===== config.mk =====
export PLATFORM = sky130hd
export DESIGN_NAME = signed_date_difference_core
export DESIGN_NICKNAME = d
export VERILOG_FILES = /design/src/sv/sdd_pkg.sv /design/src/sv/signed_date_difference_core.sv /design/src/sv/sdd_serial.sv
export SDC_FILE = /design/constraint.sdc
export NUM_CORES = 2
export LEC_CHECK = 0
export BUFFER_PORTS_ARGS = -buffer_cell sky130_fd_sc_hd__clkbuf_2
export CORE_UTILIZATION = 45
export DETAILED_ROUTE_END_ITERATION = 12
export HOLD_SLACK_MARGIN = 0.03
export PLACE_DENSITY = 0.69
export SLEW_MARGIN = 20
export SYNTH_ARGS = -nofsm -noshare
export SYNTH_HDL_FRONTEND = slang
export SYNTH_SLANG_ARGS = --single-unit

===== constraint.sdc =====
create_clock -name clk -period 7.65 [get_ports clk]
set_clock_uncertainty 0.05 [all_clocks]
set_input_delay 1.1475 -clock clk [delete_from_list [all_inputs] [get_ports clk]]
set_output_delay 1.1475 -clock clk [all_outputs]
set_load 0.01 [all_outputs]

===== src/sv/sdd_pkg.sv =====
`timescale 1ns / 1ps
// ----------------------------------------------------------------------------
// sdd_pkg
// Types, field widths and calendar tables shared by the date difference core.
// ----------------------------------------------------------------------------
package sdd_pkg;

	localparam int DAY_W    = 5;
	localparam int MONTH_W  = 4;
	localparam int YEAR_W   = 14;
	localparam int DIFF_W   = 23;
	// A day serial number of any 14-bit year fits in 23 bits.
	localparam int SERIAL_W = 23;
	localparam int PROD_W   = 25;

	// x / 25 == (x * 5243) >> 17 for every x below 4096.
	localparam logic [PROD_W-1:0] DIV25_MUL   = 25'd5243;
	localparam int                DIV25_SHIFT = 17;

	localparam logic [MONTH_W-1:0] MONTH_JAN = 4'd1;
	localparam logic [MONTH_W-1:0] MONTH_FEB = 4'd2;
	localparam logic [MONTH_W-1:0] MONTH_DEC = 4'd12;

	typedef struct packed {
		logic [DAY_W-1:0]   day_a;
		logic [MONTH_W-1:0] month_a;
		logic [YEAR_W-1:0]  year_a;
		logic [DAY_W-1:0]   day_b;
		logic [MONTH_W-1:0] month_b;
		logic [YEAR_W-1:0]  year_b;
		logic               include_end;
	} date_pair_t;

	typedef struct packed {
		logic signed [DIFF_W-1:0] day_difference;
		logic                     date_invalid;
	} diff_t;

	// Days in the months before the given one, common year.
	function automatic logic [8:0] days_before(input logic [MONTH_W-1:0] m);
		logic [8:0] r;
		case (m)
			4'd1:    r = 9'd0;
			4'd2:    r = 9'd31;
			4'd3:    r = 9'd59;
			4'd4:    r = 9'd90;
			4'd5:    r = 9'd120;
			4'd6:    r = 9'd151;
			4'd7:    r = 9'd181;
			4'd8:    r = 9'd212;
			4'd9:    r = 9'd243;
			4'd10:   r = 9'd273;
			4'd11:   r = 9'd304;
			4'd12:   r = 9'd334;
			default: r = 9'd0;
		endcase
		return r;
	endfunction

	// Length of a month in a common year.
	function automatic logic [DAY_W-1:0] month_len(input logic [MONTH_W-1:0] m);
		logic [DAY_W-1:0] r;
		case (m)
			4'd2:    r = 5'd28;
			4'd4:    r = 5'd30;
			4'd6:    r = 5'd30;
			4'd9:    r = 5'd30;
			4'd11:   r = 5'd30;
			default: r = 5'd31;
		endcase
		return r;
	endfunction

endpackage


===== src/sv/signed_date_difference_core.sv =====
`timescale 1ns / 1ps
// Path: an accepted item passes through stage registers s1, s2, s3 and s4.
// Throughput: one item per cycle; each stage holds only while the stage
// ahead of it is full and held, so bubbles are squeezed out under stall.
// Reset: arst_n clears the stage valid bits at once; data registers keep
// whatever they hold.
// ----------------------------------------------------------------------------
// signed_date_difference_core
// Signed day count between two Gregorian dates, with an invalid-date flag.
// ----------------------------------------------------------------------------
module signed_date_difference_core #(
	parameter int unsigned MAX_YEAR = 9999
) (
	input  logic                clk,
	input  logic                arst_n,
	input  logic                dates_valid,
	output logic                dates_stall,
	input  sdd_pkg::date_pair_t dates,
	output logic                diff_valid,
	input  logic                diff_stall,
	output sdd_pkg::diff_t      diff
);
	import sdd_pkg::*;

	localparam int WIDE_W = SERIAL_W + 2;

	logic v_s1, v_s2, v_s3, v_s4;
	logic en1, en2, en3, en4;

	assign en4 = !v_s4 || !diff_stall;
	assign en3 = !v_s3 || en4;
	assign en2 = !v_s2 || en3;
	assign en1 = !v_s1 || en2;
	assign dates_stall = !en1;

	always_ff @(posedge clk or negedge arst_n) begin
		if (!arst_n) begin
			v_s1 <= 1'b0;
			v_s2 <= 1'b0;
			v_s3 <= 1'b0;
			v_s4 <= 1'b0;
		end else begin
			if (en1) v_s1 <= dates_valid;
			if (en2) v_s2 <= v_s1;
			if (en3) v_s3 <= v_s2;
			if (en4) v_s4 <= v_s3;
		end
	end

	logic [SERIAL_W-1:0] serial_a, serial_b;
	logic                ok_a, ok_b;

	sdd_serial #(.MAX_YEAR(MAX_YEAR)) u_serial_a (
		.clk      (clk),
		.stage_en ({en3, en2, en1}),
		.day      (dates.day_a),
		.month    (dates.month_a),
		.year     (dates.year_a),
		.serial   (serial_a),
		.date_ok  (ok_a)
	);

	sdd_serial #(.MAX_YEAR(MAX_YEAR)) u_serial_b (
		.clk      (clk),
		.stage_en ({en3, en2, en1}),
		.day      (dates.day_b),
		.month    (dates.month_b),
		.year     (dates.year_b),
		.serial   (serial_b),
		.date_ok  (ok_b)
	);

	logic inc_s1, inc_s2, inc_s3;

	always_ff @(posedge clk) begin
		if (en1) inc_s1 <= dates.include_end;
		if (en2) inc_s2 <= inc_s1;
		if (en3) inc_s3 <= inc_s2;
	end

	// When the first date is not earlier, sb - sa is zero or negative and
	// the end day moves the count one further from zero.
	logic signed [WIDE_W-1:0] delta_c;
	logic signed [WIDE_W-1:0] count_c;
	logic signed [WIDE_W-1:0] inc_c;
	diff_t                    out_s4;

	always_comb begin
		delta_c = $signed(WIDE_W'(serial_b)) - $signed(WIDE_W'(serial_a));
		inc_c   = $signed(WIDE_W'(inc_s3));
		count_c = (serial_a < serial_b) ? (delta_c + inc_c) : (delta_c - inc_c);
	end

	always_ff @(posedge clk) begin
		if (en4) begin
			out_s4.date_invalid   <= !(ok_a && ok_b);
			out_s4.day_difference <= (ok_a && ok_b) ? count_c[DIFF_W-1:0] : '0;
		end
	end

	assign diff_valid = v_s4;
	assign diff       = out_s4;

endmodule


===== src/sv/sdd_serial.sv =====
`timescale 1ns / 1ps
// ----------------------------------------------------------------------------
// sdd_serial
// Three-stage conversion of one date into a day serial number plus a check
// that the date is real. Stage enables come from the owner of the valid bits.
// ----------------------------------------------------------------------------
module sdd_serial #(
	parameter int unsigned MAX_YEAR = 9999
) (
	input  logic                          clk,
	input  logic [2:0]                    stage_en,
	input  logic [sdd_pkg::DAY_W-1:0]     day,
	input  logic [sdd_pkg::MONTH_W-1:0]   month,
	input  logic [sdd_pkg::YEAR_W-1:0]    year,
	output logic [sdd_pkg::SERIAL_W-1:0]  serial,
	output logic                          date_ok
);
	import sdd_pkg::*;

	localparam logic [YEAR_W+1:0] YEAR_LIMIT = (YEAR_W+2)'(MAX_YEAR);

	// Stage 1: products.
	logic [YEAR_W-1:0]   pm1_c;
	logic [DAY_W-1:0]    day_s1;
	logic [MONTH_W-1:0]  month_s1;
	logic [YEAR_W-1:0]   year_s1;
	logic [YEAR_W-1:0]   pm1_s1;
	logic [PROD_W-1:0]   prod_y_s1;
	logic [PROD_W-1:0]   prod_p_s1;
	logic [SERIAL_W-1:0] p365_s1;

	assign pm1_c = year - YEAR_W'(1);

	always_ff @(posedge clk) begin
		if (stage_en[0]) begin
			day_s1    <= day;
			month_s1  <= month;
			year_s1   <= year;
			pm1_s1    <= pm1_c;
			prod_y_s1 <= PROD_W'(year[YEAR_W-1:2]) * DIV25_MUL;
			prod_p_s1 <= PROD_W'(pm1_c[YEAR_W-1:2]) * DIV25_MUL;
			p365_s1   <= SERIAL_W'(pm1_c) * SERIAL_W'(365);
		end
	end

	// Stage 2: leap rule, validity and the whole-year part of the serial.
	logic [7:0]          y100_c;
	logic [7:0]          p100_c;
	logic                div4_c;
	logic                div100_c;
	logic                leap_c;
	logic [DAY_W-1:0]    dim_c;
	logic                ok_c;
	logic [SERIAL_W-1:0] base_c;

	logic [DAY_W-1:0]    day_s2;
	logic [MONTH_W-1:0]  month_s2;
	logic                leap_s2;
	logic                ok_s2;
	logic [SERIAL_W-1:0] base_s2;

	always_comb begin
		y100_c   = prod_y_s1[DIV25_SHIFT +: 8];
		p100_c   = prod_p_s1[DIV25_SHIFT +: 8];
		div4_c   = (year_s1[1:0] == 2'd0);
		div100_c = div4_c && ((15'(y100_c) * 15'd100) == 15'(year_s1));
		leap_c   = div4_c && (!div100_c || (y100_c[1:0] == 2'd0));
		if (month_s1 == MONTH_FEB) begin
			dim_c = leap_c ? 5'd29 : 5'd28;
		end else begin
			dim_c = month_len(month_s1);
		end
		ok_c = (month_s1 >= MONTH_JAN) && (month_s1 <= MONTH_DEC)
			&& (year_s1 != '0) && ((YEAR_W+2)'(year_s1) <= YEAR_LIMIT)
			&& (day_s1 != '0) && (day_s1 <= dim_c);
		base_c = p365_s1 + SERIAL_W'(pm1_s1[YEAR_W-1:2]) - SERIAL_W'(p100_c)
			+ SERIAL_W'(p100_c[7:2]);
	end

	always_ff @(posedge clk) begin
		if (stage_en[1]) begin
			day_s2   <= day_s1;
			month_s2 <= month_s1;
			leap_s2  <= leap_c;
			ok_s2    <= ok_c;
			base_s2  <= base_c;
		end
	end

	// Stage 3: add the position within the year.
	logic [SERIAL_W-1:0] serial_s3;
	logic                ok_s3;

	always_ff @(posedge clk) begin
		if (stage_en[2]) begin
			ok_s3     <= ok_s2;
			serial_s3 <= base_s2 + SERIAL_W'(days_before(month_s2))
				+ SERIAL_W'(leap_s2 && (month_s2 > MONTH_FEB)) + SERIAL_W'(day_s2);
		end
	end

	assign serial  = serial_s3;
	assign date_ok = ok_s3;

endmodule


==> flow_metrics.env <==
export IMPL_synthFlopType="edfxtp_1"
export IMPL_fin_nets=4352
export IMPL_diodes=0
export IMPL_ant_nets=0
export IMPL_hold_path_class="in -> async"
export IMPL_async_flop_share=0.0128
export IMPL_worst_pin_slew_ps=1130
export IMPL_grt_pass1_vias=22034
export IMPL_cts_sinks=313
export IMPL_drc=0
export IMPL_rr_worst_depth=18
export IMPL_hpwl_mm=55.8
export IMPL_post_route_period_util=0.927
export IMPL_initial_core_util=0.455
export IMPL_area_delta_synth_final_pct=9.40
export IMPL_port_buffers=76
export IMPL_fp_dieW_um=277
export IMPL_crit_path_end_kind="register"
export IMPL_drt_iter0_drc=809
export IMPL_htree_num_levels=2
export IMPL_routabilityCongestion=0.900
export IMPL_arrival_ps=7340
export IMPL_status="finished, final reports clean"
export IMPL_cts_tree="built"
export IMPL_post_cts_setup_buffers=0
export IMPL_syn_nets=4201
export IMPL_yosys_cell_types_count=79
export IMPL_io_pins=77
export IMPL_clk_latency_ps=560
export IMPL_fillers=6753
export IMPL_root_buffer="clkbuf_16"
export IMPL_start_kind="input port"
export IMPL_wl_per_cell_um=15.3
export IMPL_drive_gt1_frac=0.0628
export IMPL_dr_pass1_iters=5
export IMPL_worst_setup_path_type="in -> reg"
export IMPL_overflow=0
export IMPL_clk_path_buf_depth=3
export IMPL_min_period_ps=7090
export IMPL_die_h_um=277
export IMPL_viasPerCell=5.01
export IMPL_core_area_um2=74600
export IMPL_critPathRequiredTime_ps=7900
export IMPL_tns_ps=0
export IMPL_max_freq_mhz=141
export IMPL_netlist_instances=3180
export IMPL_numCtsBuffers=40
export IMPL_netlist_area_um2=33900
export IMPL_multiInputGateArea_um2=22100
export IMPL_yosys_warnings=0
export IMPL_synth_avg_cell_area_um2=10.7
export IMPL_synth_edf_count=291
export IMPL_cts_resized=0
export IMPL_cp_max_fo=5
export IMPL_grt_max_degree=67
export IMPL_wl_mm=66.2
export IMPL_vias=21696
export IMPL_grt_pass1_wl_mm=110
export IMPL_yosysSeqAreaShare=0.271
export IMPL_finalSetupViolations=0
export IMPL_final_max_slew_violation_count=0
export IMPL_cap_viol_max_count=0
export IMPL_antenna_found_initial=5
export IMPL_hold_viol=0
export IMPL_ys_ff_latch=313
export IMPL_register_area_um2=9200
export IMPL_rsz0062_at_grt="false"
export IMPL_core_rowCount=100
export IMPL_die_area_um2=76500
export IMPL_cts_hold_fix_buffers=0
export IMPL_grt_use_total=0.178
export IMPL_clk_pin_slew_ps=60
export IMPL_slew_headroom=0.224
[cell families (layout without fill, tap and decap cells)]
| family | Yosys count | count (layout) | share of synthesized area |
|---|---|---|---|
| compound gates | 459 | 459 | 0.0907 |
| flops | 313 | 313 | 0.271 |
| simple gates | 478 | 478 | 0.0676 |
| xor+xnor | 245 | 245 | 0.0643 |
| mux | 9 | 9 | 0.00265 |
| fa+ha+maj | 970 | 970 | 0.426 |
| buf+inv | 706 | 887 | 0.0781 |
[worst max-delay path, stage by stage]
cell,delay (ps)
clkbuf_2,90
inv_1,90
ha_1,190
inv_1,50
o21ai_1,80
nor3_1,250
nand2_1,150
a21boi_1,240
nand3_1,200
xnor2_2,200
xnor2_1,250
ha_1,320
xor2_1,160
ha_1,290
fa_1,480
fa_1,500
inv_1,50
fa_1,480
inv_1,40
ha_1,290
inv_1,80
o21bai_1,80
a2111oi_0,640
o21ai_0,200
o221ai_1,310
o2111ai_1,220
a21oi_1,210
xor2_1,80
[synth_stat cells, drive strengths merged, types with 19 or more instances]
cell,count,area share
xor2,72,0.019
and3,19,0.0035
nor2b,21,0.0039
a21o,62,0.014
nand2b,29,0.0053
inv,701,0.078
edfxtp,291,0.26
o21ai,80,0.012
nand2,102,0.011
nand3,51,0.0075
o21a,26,0.0058
nor3,37,0.0056
nor2,149,0.016
fa,308,0.18
xnor2,172,0.045
a21oi,132,0.020
o21bai,23,0.0051
ha,662,0.24
a211oi,25,0.0060
[metrics by stage]
step	cell area [um2]	util	cells	hold slack (ps)	worst slack (ps)
4_1_cts	37100	0.498	4330	342	595
5_1_grt	37100	0.498	4330	362	136
6_report	37100	0.498	4330	385	557
3_5_place_dp	35800	0.481	4258	374	11.3
3_3_place_gp	35800	0.481	4258	352	41.0
2_1_floorplan	33900	-	3180	350	385
[path summary, 6_finish.rpt]
| kind | startpoint | end | slack (ps) |
|---|---|---|---|
| worst max register to register | u_serial_b.prod_y_s1[18] | u_serial_b.ok_s2 | 2180 |
| worst min register to register | inc_s2 | inc_s3 | 380 |
| worst min-delay path | arst_n | v_s1 | 380 |
| worst max-delay path | dates[27] | u_serial_a.prod_p_s1[24] | 560 |
| min in group clk | inc_s2 | inc_s3 | 390 |
| max in group asynchronous | arst_n | v_s3 | 6990 |
[layer usage]
| metal | wire (um) | track usage |
|---|---|---|
| met5 | 35 | 0 |
| met4 | 1590 | 0.0516 |
| met3 | 2230 | 0.0234 |
| met2 | 30600 | 0.299 |
| met1 | 31700 | 0.240 |
[registers in the layout, indices dropped and copies added, names as in the netlist, 4 cells and up, named ones only]
signal / cells
u_serial_a.day_s1: 5
u_serial_b.prod_p_s1: 9
diff: 24
u_serial_a.base_s2: 23
u_serial_b.pm1_s1: 11
u_serial_a.month_s2: 4
u_serial_b.day_s2: 5
u_serial_b.month_s1: 4
u_serial_a.p365_s1: 23
u_serial_b.serial: 23
u_serial_a.prod_p_s1: 9
u_serial_a.serial: 23
u_serial_b.year_s1: 13
u_serial_b.p365_s1: 23
u_serial_b.base_s2: 23
u_serial_a.year_s1: 13
u_serial_b.prod_y_s1: 9
u_serial_a.pm1_s1: 11
u_serial_a.prod_y_s1: 9
u_serial_a.day_s2: 5
u_serial_b.day_s1: 5
u_serial_b.month_s2: 4
u_serial_a.month_s1: 4
[cells in the final DEF (no fill, tap or decap), types with 22 or more instances in the layout]
master,instances
inv_1,699
ha_1,662
fa_1,308
edfxtp_1,291
xnor2_1,170
nor2_1,149
a21oi_1,130
nand2_1,101
clkbuf_2,76
xor2_1,71
a21o_1,62
o21ai_0,62
nand3_1,50
clkbuf_16,41
buf_4,38
nor3_1,36
nand2b_1,29
o21a_1,26
o21bai_1,23
a211oi_1,22
[area by class of cell]
class / count / share of cell area
sequential: 313 / 0.248
inverter: 701 / 0.0709
timing repair buffer: 114 / 0.0179
multi-input combinational: 2161 / 0.596
tap: 969 / 0.0326
clock buffer: 51 / 0.0294
clock inverter: 21 / 0.00559
Power is left out: the tool's default activity adds up to more than one toggle a clock period on the data nets, which glitch-free logic cannot reach.
